## config.mk

```make
export PLATFORM = sky130hd
export DESIGN_NAME = six_channel_biquad_lowpass_unit_flat
export DESIGN_NICKNAME = d
export VERILOG_FILES = /design/src/rtl/core/bqlp_pkg.sv /design/src/rtl/core/bqlp_ifs.sv /design/src/rtl/core/six_channel_biquad_lowpass_unit.sv /design/src/flat_wrapper.sv
export VERILOG_INCLUDE_DIRS = /design/src /design/src/rtl/core
export SDC_FILE = /design/constraint.sdc
export NUM_CORES = 2
export LEC_CHECK = 0
export BUFFER_PORTS_ARGS = -buffer_cell sky130_fd_sc_hd__buf_2
export CAP_MARGIN = 30
export CELL_PAD_IN_SITES_DETAIL_PLACEMENT = 1
export CELL_PAD_IN_SITES_GLOBAL_PLACEMENT = 1
export CORE_MARGIN = 2
export CORE_UTILIZATION = 40
export DETAILED_ROUTE_END_ITERATION = 7
export GPL_TIMING_DRIVEN = 0
export PLACE_DENSITY_LB_ADDON = 0.1
export SLEW_MARGIN = 5
export SYNTH_ARGS = -nofsm -noshare
export SYNTH_HDL_FRONTEND = slang
export SYNTH_SLANG_ARGS = --single-unit
```

## constraint.sdc

```tcl
create_clock -name clk -period 10.15 [get_ports clk]
set_clock_uncertainty 0.2 [all_clocks]
set_input_delay 0.5075 -clock clk [delete_from_list [all_inputs] [get_ports clk]]
set_output_delay 0.5075 -clock clk [all_outputs]
set_load 0.05 [all_outputs]
```

## src/rtl/core/assert_macros.svh

```systemverilog
// Assertion macros used by the biquad unit; clocked on clk, disabled in reset.
`ifndef ASSERT_MACROS_SVH
`define ASSERT_MACROS_SVH

// Check cons in the same cycle as ante.
`define BQLP_ASSERT_NOW(label, ante, cons, msg) \
  label: assert property (@(posedge clk) disable iff (!rst_n) (ante) |-> (cons)) \
    else $error(msg);

// Check cons in the cycle after ante.
`define BQLP_ASSERT_NEXT(label, ante, cons, msg) \
  label: assert property (@(posedge clk) disable iff (!rst_n) (ante) |=> (cons)) \
    else $error(msg);

`endif

```

## src/rtl/core/bqlp_pkg.sv

```systemverilog
// Types and constants of the six-channel biquad low-pass unit.
package bqlp_pkg;

  localparam int CHANNELS     = 6;
  localparam int SAMPLE_BITS  = 16;
  localparam int COEF_BITS    = 16;
  localparam int EXTRA_BITS   = 8;
  localparam int SECT_BITS    = SAMPLE_BITS + EXTRA_BITS;
  localparam int NUM_REGS     = 6;
  localparam int CFG_IDX_BITS = 3;
  localparam int TAPS         = 5;

  // Register indexes
  localparam logic [CFG_IDX_BITS-1:0] REG_S1_B0 = 3'd0;
  localparam logic [CFG_IDX_BITS-1:0] REG_S1_A1 = 3'd1;
  localparam logic [CFG_IDX_BITS-1:0] REG_S1_A2 = 3'd2;
  localparam logic [CFG_IDX_BITS-1:0] REG_S2_B0 = 3'd3;
  localparam logic [CFG_IDX_BITS-1:0] REG_S2_A1 = 3'd4;
  localparam logic [CFG_IDX_BITS-1:0] REG_S2_A2 = 3'd5;

  localparam logic signed [COEF_BITS-1:0] RST_S1_B0 = 16'sd763;
  localparam logic signed [COEF_BITS-1:0] RST_S1_A1 = -16'sd23826;
  localparam logic signed [COEF_BITS-1:0] RST_S1_A2 = 16'sd9405;
  localparam logic signed [COEF_BITS-1:0] RST_S2_B0 = 16'sd763;
  localparam logic signed [COEF_BITS-1:0] RST_S2_A1 = -16'sd16595;
  localparam logic signed [COEF_BITS-1:0] RST_S2_A2 = 16'sd5072;

  typedef logic signed [SAMPLE_BITS-1:0] sample_t;
  typedef logic signed [SECT_BITS-1:0]   sect_t;
  typedef logic signed [COEF_BITS-1:0]   coef_t;

  typedef struct packed {
    logic signed [SAMPLE_BITS-1:0] accel_x;
    logic signed [SAMPLE_BITS-1:0] accel_y;
    logic signed [SAMPLE_BITS-1:0] accel_z;
    logic signed [SAMPLE_BITS-1:0] gyro_x;
    logic signed [SAMPLE_BITS-1:0] gyro_y;
    logic signed [SAMPLE_BITS-1:0] gyro_z;
  } in_item_t;

  typedef struct packed {
    logic signed [SAMPLE_BITS-1:0] filt_accel_x;
    logic signed [SAMPLE_BITS-1:0] filt_accel_y;
    logic signed [SAMPLE_BITS-1:0] filt_accel_z;
    logic signed [SAMPLE_BITS-1:0] filt_gyro_x;
    logic signed [SAMPLE_BITS-1:0] filt_gyro_y;
    logic signed [SAMPLE_BITS-1:0] filt_gyro_z;
    logic                          clipped;
  } out_item_t;

endpackage

```

## src/rtl/core/bqlp_ifs.sv

```systemverilog
// Valid/ready channel interfaces for samples in and filtered results out.
interface bqlp_in_if import bqlp_pkg::*; ();
  logic     valid;
  logic     ready;
  in_item_t data;

  modport source (output valid, output data, input ready);
  modport sink   (input valid, input data, output ready);
endinterface

interface bqlp_out_if import bqlp_pkg::*; ();
  logic      valid;
  logic      ready;
  out_item_t data;

  modport source (output valid, output data, input ready);
  modport sink   (input valid, input data, output ready);
endinterface

```

## src/rtl/core/six_channel_biquad_lowpass_unit.sv

```systemverilog
// Six-channel fourth-order low-pass (two DF1 biquads per axis) on one shared MAC.
//
//  channel  | dir | payload                              | handshake
//  ---------+-----+--------------------------------------+-------------
//  in_ch    | in  | accel_x/y/z, gyro_x/y/z (16b signed) | valid/ready
//  out_ch   | out | filt_accel_*, filt_gyro_*, clipped   | valid/ready
//  cfg_*    | in  | index 3b, data 16b (Q2.14 coefs)     | write enable
//
// Per sample, each axis runs two sections of five multiply-accumulates on the
// single 17x24 multiplier (plus a step that drains the product register), a
// round/clamp step per section and an output rounding step; the six axes run
// in turn, then the result is loaded. A new sample is accepted only after that
// load: in_ch.ready is high only in idle.
// Reset (rst_n low, synchronous) loads the default coefficients and clears
// all filter histories at once. A stalled result sits in the output register
// while the next sample is accepted and filtered; the load waits until the
// previous result is taken.
module six_channel_biquad_lowpass_unit import bqlp_pkg::*; #(
  parameter int COEF_FRAC_BITS = 14
) (
  input  logic                    clk,
  input  logic                    rst_n,
  bqlp_in_if.sink                 in_ch,
  bqlp_out_if.source              out_ch,
  input  logic                    cfg_we,
  input  logic [CFG_IDX_BITS-1:0] cfg_index,
  input  logic [COEF_BITS-1:0]    cfg_data
);

  localparam int CH_W   = $clog2(CHANNELS);
  localparam int TAP_W  = $clog2(TAPS + 1);
  localparam int OP_W   = COEF_BITS + 1;          // b0, 2*b0, -a1, -a2
  localparam int PROD_W = OP_W + SECT_BITS;
  localparam int ACC_W  = PROD_W + 3;             // five products summed
  localparam int RND_W  = ACC_W + 1;
  localparam int SH_W   = RND_W - COEF_FRAC_BITS;
  localparam int ORND_W = SECT_BITS + 1;
  localparam int OSH_W  = ORND_W - EXTRA_BITS;

  localparam logic signed [RND_W-1:0] SECT_HALF =
    RND_W'(64'sd1 <<< (COEF_FRAC_BITS - 1));
  localparam logic signed [SH_W-1:0] SECT_HI =
    SH_W'((64'sd1 <<< (SECT_BITS - 1)) - 64'sd1);
  localparam logic signed [SH_W-1:0] SECT_LO = -SECT_HI - SH_W'(1);
  localparam logic signed [ORND_W-1:0] OUT_HALF =
    ORND_W'(64'sd1 <<< (EXTRA_BITS - 1));
  localparam logic signed [OSH_W-1:0] OUT_HI =
    OSH_W'((64'sd1 <<< (SAMPLE_BITS - 1)) - 64'sd1);
  localparam logic signed [OSH_W-1:0] OUT_LO = -OUT_HI - OSH_W'(1);

  typedef enum logic [2:0] {
    S_IDLE,
    S_MAC,
    S_SECT,
    S_OUT,
    S_FLUSH
  } state_t;

  // Sequencer and result registers
  state_t             state_r;
  logic [CH_W-1:0]    ch_r;
  logic               sec_r;
  logic [TAP_W-1:0]   t_r;
  logic               clip_r;
  logic               out_valid_r;
  out_item_t          out_data_r;

  // Coefficients and filter histories (newer tap 1, older tap 2)
  coef_t   coef_r [NUM_REGS];
  sample_t ih1_r  [CHANNELS];
  sample_t ih2_r  [CHANNELS];
  sect_t   mh1_r  [CHANNELS];
  sect_t   mh2_r  [CHANNELS];
  sect_t   oh1_r  [CHANNELS];
  sect_t   oh2_r  [CHANNELS];

  // Datapath payload
  sample_t                  x_r   [CHANNELS];
  sample_t                  res_r [CHANNELS];
  sect_t                    m_r;
  sect_t                    o_r;
  logic signed [PROD_W-1:0] prod_r;
  logic signed [ACC_W-1:0]  acc_r;

  logic                     in_accept;
  sample_t                  samp [CHANNELS];
  coef_t                    b0, a1, a2;
  logic signed [OP_W-1:0]   coef_op;
  sect_t                    data_op;
  logic signed [PROD_W-1:0] prod_nxt;
  logic signed [RND_W-1:0]  rnd;
  logic signed [SH_W-1:0]   sh;
  sect_t                    sect_val;
  logic                     sect_clip;
  logic signed [ORND_W-1:0] ornd;
  logic signed [OSH_W-1:0]  osh;
  sample_t                  out_val;
  logic                     out_clip;
  logic                     last_ch;

  assign in_accept    = in_ch.valid && in_ch.ready;
  assign in_ch.ready  = (state_r == S_IDLE);
  assign out_ch.valid = out_valid_r;
  assign out_ch.data  = out_data_r;
  assign last_ch      = (ch_r == CH_W'(CHANNELS - 1));

  always_comb begin
    samp[0] = in_ch.data.accel_x;
    samp[1] = in_ch.data.accel_y;
    samp[2] = in_ch.data.accel_z;
    samp[3] = in_ch.data.gyro_x;
    samp[4] = in_ch.data.gyro_y;
    samp[5] = in_ch.data.gyro_z;
  end

  // Operand select for the shared multiplier: tap t of section sec_r.
  always_comb begin
    b0 = sec_r ? coef_r[REG_S2_B0] : coef_r[REG_S1_B0];
    a1 = sec_r ? coef_r[REG_S2_A1] : coef_r[REG_S1_A1];
    a2 = sec_r ? coef_r[REG_S2_A2] : coef_r[REG_S1_A2];
    case (t_r)
      TAP_W'(0): coef_op = {b0[COEF_BITS-1], b0};
      TAP_W'(1): coef_op = {b0, 1'b0};
      TAP_W'(2): coef_op = {b0[COEF_BITS-1], b0};
      TAP_W'(3): coef_op = -{a1[COEF_BITS-1], a1};
      TAP_W'(4): coef_op = -{a2[COEF_BITS-1], a2};
      default:   coef_op = '0;
    endcase
    if (!sec_r) begin
      case (t_r)
        TAP_W'(0): data_op = {x_r[ch_r], {EXTRA_BITS{1'b0}}};
        TAP_W'(1): data_op = {ih1_r[ch_r], {EXTRA_BITS{1'b0}}};
        TAP_W'(2): data_op = {ih2_r[ch_r], {EXTRA_BITS{1'b0}}};
        TAP_W'(3): data_op = mh1_r[ch_r];
        TAP_W'(4): data_op = mh2_r[ch_r];
        default:   data_op = '0;
      endcase
    end else begin
      // Section one's history doubles as section two's input history.
      case (t_r)
        TAP_W'(0): data_op = m_r;
        TAP_W'(1): data_op = mh1_r[ch_r];
        TAP_W'(2): data_op = mh2_r[ch_r];
        TAP_W'(3): data_op = oh1_r[ch_r];
        TAP_W'(4): data_op = oh2_r[ch_r];
        default:   data_op = '0;
      endcase
    end
    prod_nxt = coef_op * data_op;
  end

  // Section result: round half up, drop the coefficient fraction, clamp.
  always_comb begin
    rnd       = {acc_r[ACC_W-1], acc_r} + SECT_HALF;
    sh        = rnd[RND_W-1:COEF_FRAC_BITS];
    sect_clip = 1'b0;
    if (sh > SECT_HI) begin
      sect_val  = SECT_HI[SECT_BITS-1:0];
      sect_clip = 1'b1;
    end else if (sh < SECT_LO) begin
      sect_val  = SECT_LO[SECT_BITS-1:0];
      sect_clip = 1'b1;
    end else begin
      sect_val  = sh[SECT_BITS-1:0];
    end
  end

  // Output sample: round off the extra fraction bits, clamp to sample range.
  always_comb begin
    ornd     = {o_r[SECT_BITS-1], o_r} + OUT_HALF;
    osh      = ornd[ORND_W-1:EXTRA_BITS];
    out_clip = 1'b0;
    if (osh > OUT_HI) begin
      out_val  = OUT_HI[SAMPLE_BITS-1:0];
      out_clip = 1'b1;
    end else if (osh < OUT_LO) begin
      out_val  = OUT_LO[SAMPLE_BITS-1:0];
      out_clip = 1'b1;
    end else begin
      out_val  = osh[SAMPLE_BITS-1:0];
    end
  end

  // Sequencer, clip flag and output register.
  always_ff @(posedge clk) begin
    if (!rst_n) begin
      state_r     <= S_IDLE;
      ch_r        <= '0;
      sec_r       <= 1'b0;
      t_r         <= '0;
      clip_r      <= 1'b0;
      out_valid_r <= 1'b0;
    end else begin
      // Drop the result once taken; the load state sets valid itself.
      if (out_valid_r && out_ch.ready && state_r != S_FLUSH) begin
        out_valid_r <= 1'b0;
      end
      case (state_r)
        S_IDLE: begin
          if (in_accept) begin
            ch_r    <= '0;
            sec_r   <= 1'b0;
            t_r     <= '0;
            clip_r  <= 1'b0;
            state_r <= S_MAC;
          end
        end
        S_MAC: begin
          // Issue taps 0..TAPS-1; the last cycle only drains the product.
          if (t_r == TAP_W'(TAPS)) begin
            state_r <= S_SECT;
          end else begin
            t_r <= t_r + TAP_W'(1);
          end
        end
        S_SECT: begin
          clip_r <= clip_r | sect_clip;
          if (!sec_r) begin
            sec_r   <= 1'b1;
            t_r     <= '0;
            state_r <= S_MAC;
          end else begin
            state_r <= S_OUT;
          end
        end
        S_OUT: begin
          clip_r <= clip_r | out_clip;
          if (last_ch) begin
            state_r <= S_FLUSH;
          end else begin
            ch_r    <= ch_r + CH_W'(1);
            sec_r   <= 1'b0;
            t_r     <= '0;
            state_r <= S_MAC;
          end
        end
        S_FLUSH: begin
          // Hold until the previous result has been taken.
          if (!out_valid_r || out_ch.ready) begin
            out_data_r.filt_accel_x <= res_r[0];
            out_data_r.filt_accel_y <= res_r[1];
            out_data_r.filt_accel_z <= res_r[2];
            out_data_r.filt_gyro_x  <= res_r[3];
            out_data_r.filt_gyro_y  <= res_r[4];
            out_data_r.filt_gyro_z  <= res_r[5];
            out_data_r.clipped      <= clip_r;
            out_valid_r             <= 1'b1;
            state_r                 <= S_IDLE;
          end
        end
        default: begin
          state_r <= S_IDLE;
        end
      endcase
    end
  end

  // Coefficient registers and filter histories.
  always_ff @(posedge clk) begin
    if (!rst_n) begin
      coef_r[REG_S1_B0] <= RST_S1_B0;
      coef_r[REG_S1_A1] <= RST_S1_A1;
      coef_r[REG_S1_A2] <= RST_S1_A2;
      coef_r[REG_S2_B0] <= RST_S2_B0;
      coef_r[REG_S2_A1] <= RST_S2_A1;
      coef_r[REG_S2_A2] <= RST_S2_A2;
      for (int i = 0; i < CHANNELS; i++) begin
        ih1_r[i] <= '0;
        ih2_r[i] <= '0;
        mh1_r[i] <= '0;
        mh2_r[i] <= '0;
        oh1_r[i] <= '0;
        oh2_r[i] <= '0;
      end
    end else begin
      // Drop writes beyond the register list.
      if (cfg_we && (cfg_index < CFG_IDX_BITS'(NUM_REGS))) begin
        coef_r[cfg_index] <= cfg_data;
      end
      // Advance all three histories of the axis once section two is done.
      if (state_r == S_SECT && sec_r) begin
        ih2_r[ch_r] <= ih1_r[ch_r];
        ih1_r[ch_r] <= x_r[ch_r];
        mh2_r[ch_r] <= mh1_r[ch_r];
        mh1_r[ch_r] <= m_r;
        oh2_r[ch_r] <= oh1_r[ch_r];
        oh1_r[ch_r] <= sect_val;
      end
    end
  end

  // Multiply-accumulate and per-axis results.
  always_ff @(posedge clk) begin
    if (in_accept) begin
      for (int i = 0; i < CHANNELS; i++) begin
        x_r[i] <= samp[i];
      end
    end
    if (state_r == S_MAC) begin
      prod_r <= prod_nxt;
      if (t_r == '0) begin
        acc_r <= '0;
      end else begin
        acc_r <= acc_r + $signed({{(ACC_W - PROD_W){prod_r[PROD_W-1]}}, prod_r});
      end
    end
    if (state_r == S_SECT) begin
      if (!sec_r) begin
        m_r <= sect_val;
      end else begin
        o_r <= sect_val;
      end
    end
    if (state_r == S_OUT) begin
      res_r[ch_r] <= out_val;
    end
  end

`include "assert_macros.svh"

  `BQLP_ASSERT_NEXT(a_busy_after_accept, in_accept, state_r == S_MAC, "no MAC after accept")
  `BQLP_ASSERT_NOW(a_tap_range, state_r == S_MAC, t_r <= TAP_W'(TAPS), "tap counter overran")
  `BQLP_ASSERT_NOW(a_ch_range, state_r != S_IDLE, ch_r < CH_W'(CHANNELS), "axis index overran")
  `BQLP_ASSERT_NOW(a_out_from_flush, $rose(out_valid_r), $past(state_r) == S_FLUSH, "result outside load")

endmodule
```

## src/flat_wrapper.sv

```systemverilog
// flat-port wrapper written by rule: the top's interface ports become plain ports
module six_channel_biquad_lowpass_unit_flat import bqlp_pkg::*;
#(
  parameter int COEF_FRAC_BITS = 14
)
  (clk, rst_n, cfg_we, cfg_index, cfg_data, in_ch_valid, in_ch_data, in_ch_ready, out_ch_valid, out_ch_data, out_ch_ready);
  bqlp_in_if in_ch_i ();
  bqlp_out_if out_ch_i ();
  input  logic clk;
  input  logic rst_n;
  input  logic cfg_we;
  input  logic [CFG_IDX_BITS-1:0] cfg_index;
  input  logic [COEF_BITS-1:0] cfg_data;
  input wire logic [$bits(in_ch_i.valid)-1:0] in_ch_valid;
  input wire logic [$bits(in_ch_i.data)-1:0] in_ch_data;
  output wire logic [$bits(in_ch_i.ready)-1:0] in_ch_ready;
  output wire logic [$bits(out_ch_i.valid)-1:0] out_ch_valid;
  output wire logic [$bits(out_ch_i.data)-1:0] out_ch_data;
  input wire logic [$bits(out_ch_i.ready)-1:0] out_ch_ready;
  assign in_ch_i.valid = in_ch_valid;
  assign in_ch_i.data = in_ch_data;
  assign in_ch_ready = in_ch_i.ready;
  assign out_ch_valid = out_ch_i.valid;
  assign out_ch_data = out_ch_i.data;
  assign out_ch_i.ready = out_ch_ready;
  six_channel_biquad_lowpass_unit #(.COEF_FRAC_BITS(COEF_FRAC_BITS)) u_core (.clk(clk), .rst_n(rst_n), .in_ch(in_ch_i), .out_ch(out_ch_i), .cfg_we(cfg_we), .cfg_index(cfg_index), .cfg_data(cfg_data));
endmodule
```

==> parameters.txt <==
Parameter                              Value

Floorplanning
  Chip Height ... 454.1 um
  Ports ... roughly 220
  Initial standard-cell utilization of the core ... 40.18%
  Site Rows ... 165
  Core Footprint ... 0.2017 mm2
  Area enclosed by the die boundary ... 0.2062 mm2
  Die Width ... 454.1 um

Logic synthesis
  Mux share of post-synthesis cell area ... about a tenth
  Xor/xnor share of the synthesized area ... 1.416%
  Post-synthesis register bit count ... ~1.6k
  Synthesized Nets ... 6591
  Post-Synth Adder-Cell Area ... roughly an eighth
  Cell count after synthesis ... 5916
  Area share of the leading cell type in the synthesized netlist ... 56.87%
  Largest cells by area after synthesis ... edfxtp_1 (57%), fa_1 (9.9%), mux4_2 (7.6%)
  Largest area contributor in the synthesized netlist ... edfxtp_1
  Cell area after technology mapping ... between 0.08 and 0.09 mm2
  Post-Syn Area per Cell ... 13.70 um2
  Distinct cell type count after synthesis ... 90
  Proportion of synthesized flip-flops having asynchronous set or reset ... 0%
  Post-synthesis compound-gate area fraction ... 4.576%
  Number of warnings issued by yosys ... 0
  Main combinational cell family by area after synthesis ... adder cells
  Count of flip-flops with a built-in enable after synthesis ... 1535
  Share of the yosys chip area belonging to registers ... between 50 and 60%
  Most frequently used flop master after synthesis ... edfxtp_1
  Post-synthesis share of cell area spent on and, or, nand and nor gates ... a little over a tenth

GRT
  Largest net degree at the start of global routing ... 73
  Number of global-route vias before repair ... 55.74k
  Antenna violations before repair ... 17
  Residual overflow from global routing ... 0
  All-Layer GR Usage ... 27.72%
  Global-route wire length before repair ... 406300 um

Setup path
  Setup slack on the worst flop-to-flop path ... 170 ps
  Count of buffering cells on the critical path with inverters included ... 12
  Worst Setup End Kind ... flop
  Cell type of the slowest stage on the worst timing path ... fa_1
  Delay of the slowest cell on the worst path ... 590 ps
  Highest fanout seen on the critical path ... 10
  Kind of launch point of the worst setup path ... flop
  CP Data Required Time ... between 10000 and 15000 ps
  Type of the worst setup path ... reg -> reg
  Data arrival at the endpoint of the critical path ... roughly 10000 ps
  Top Family by Delay on Critical Path ... adder cells
  Cell repeated most along the worst path ... fa_1

Final layout
  Most frequent cells in the layout ... edfxtp_1 (1535), nor2_1 (845), inv_1 (490)
  Filler cells ... 20.37k
  Post-layout nets ... 7248
  Area overhead of the layout relative to synthesis ... 17.27%
  Layout cells sized above 1 ... between 10% and 20%
  Area of the multi-input gates ... 0.03185 mm2
  Finished Cell Area ... 0.09505 mm2
  Most frequent standard cell in the layout excluding fill and tap cells ... edfxtp_1
  Total area of sequential cells ... 0.04640 mm2

Timing
  RSZ-0062 raised after global routing ... true
  Actual transition at the worst max-transition pin ... 1087 ps
  Highest Clock Rate ... 100.2 MHz
  Total setup violations reported at the end of the flow ... 0
  Period minus WS final ... 9977 ps
  Final Hold Vio Count ... 0
  Worst hold slack ... 56.73 ps
  Relative max-transition margin ... roughly 28%
  Post-route setup slack ... ~170 ps
  Count of pins over their slew limit ... 0
  Period utilisation layout ... 98.30%

Detailed routing
  DRC violation total after the first TritonRoute iteration ... 5219
  DR WL/cell ... 30.31 um
  Post-detailed-route count of antenna-violating nets ... 0
  Post-detailed-route via-to-cell ratio ... 5.577
  Wire length after detailed routing ... 284600 um
  DRC Markers ... 0
  Detailed-route via count ... between 50k and 60k
  Total iterations of the first detailed-routing run ... 7

Place
  Final Wtd Congestion ... approximately 0.88
  Worst Setup Slack post-DPL ... -1269 ps
  Placed cell area ... 0.08767 mm2
  DP Wirelength ... 208900 um
  IO Port Bufs ... 215

Clock tree
  Number of buffers created by CTS ... 168
  Root buffer cell ... clkbuf_16
  Clock insertion delay at the later pin of the skew report ... 850 ps
  # H-tree levels ... 4
  Clock Tree Buf Depth ... 3
  Clock-pin slew reported for the worst setup and hold paths after clock tree synthesis ... 60 ps
  CTS tree ... built
  Sinks on Clock Net ... between 1.5k and 2k

Run status
  Run status ... finished, final reports clean

Hold path
  Type of the tightest min-delay check ... in -> reg

Job
  Count of max-cap constraint violations ... 0
[cell type report]
cell class / instances / area share [%]
multi-input combinational: 3540 / 33.51
clock inverter: 102 / 1.029
sequential: 1550 / 48.81
inverter: 516 / 2.040
timing repair buffer: 490 / 4.605
antenna: 4 / 0.01053
tap: 2672 / 3.517
clock buffer: 209 / 4.772
buffer: 307 / 1.706
[metrics by stage]
stage / setup TNS, ps / instances / util, %
5_1_grt: -34.98 / 9387 / 47.12
2_1_floorplan: 0 / 5916 / -
3_5_place_dp: -17790 / 8943 / 43.47
6_report: 0 / 9390 / 47.12
4_1_cts: 0 / 9373 / 46.93
3_3_place_gp: -2082490 / 8803 / 42.38
[path summary, 6_finish.rpt]
check                                from  depth (start not counted)                          end
min reg2reg  u_core.res_r[4][8]$_DFFE_PP_                          0    out_ch_data[25]$_DFFE_PP_
max reg2reg     u_core.sec_r$_SDFFE_PN0P_                         33  u_core.prod_r[39]$_DFFE_PP_
max             u_core.sec_r$_SDFFE_PN0P_                         33  u_core.prod_r[39]$_DFFE_PP_
min                           in_ch_valid                          4  u_core.ch_r[2]$_SDFFE_PN0P_
[tightest hold or removal path: stages]
cell and delay, ps:
buf_2 150, nand2_1 150, nand2_1 140, nor2_1 70
[what timing repair did]
| action | in CTS | in global routing |
|---|---|---|
| gates resized for setup | 58 | 61 |
| hold buffers | 114 | 0 |
| buffers inserted | 7 | 3 |
| pin swaps | 5 | 0 |
| setup endpoints to repair | 24 | 15 |
| hold endpoints to repair | 192 | 0 |
[synth_stat cells, types with 53 or more instances]
| cell type | count |
|---|---|
| nor2_1 | 849 |
| clkbuf_1 | 156 |
| xor2_1 | 63 |
| nand2_1 | 445 |
| mux2i_1 | 135 |
| nor2b_1 | 145 |
| xnor2_1 | 68 |
| buf_2 | 63 |
| and3_1 | 53 |
| fa_1 | 402 |
| edfxtp_1 | 1535 |
| o21ai_0 | 89 |
| a21oi_1 | 145 |
| ha_1 | 153 |
| inv_1 | 491 |
| nor3_1 | 59 |
| and2_1 | 141 |
| mux4_2 | 272 |
[metal layers]
| layer | GRT usage [%] | wire (um) | vias to the layer above |
|---|---|---|---|
| met5 | 0 | 29 | - |
| met4 | 9.282 | 10330 | 4 |
| met3 | 4.118 | 17510 | 366 |
| met2 | 47.10 | 140900 | 1805 |
| met1 | 36.39 | 115900 | 27920 |
| li1 | - | - | 22277 |
[sequential cells by signal, indices dropped and copies added, names as in the netlist, 96 cells and up, named ones only]
| signal | cells |
|---|---|
| u_core.oh2_r | 192 |
| u_core.x_r | 96 |
| u_core.ih2_r | 128 |
| u_core.coef_r | 96 |
| u_core.mh1_r | 192 |
| u_core.mh2_r | 192 |
| u_core.ih1_r | 128 |
| u_core.oh1_r | 192 |
| u_core.res_r | 96 |
| out_ch_data | 96 |
[cells by family (layout without fill, tap and decap cells)]
family	after synthesis	after routing
muxes	439	439
other	0	4
adders and majority gates	555	555
buffers and inverters	826	1624
and+or+nand+nor	1880	1880
DFF	1550	1550
xor gates and xnor gates	131	131
AOI/OAI and AO/OA	535	535
Power is not shown: default switching activity piles up to over one toggle a cycle in this logic, so the estimate is an artifact.
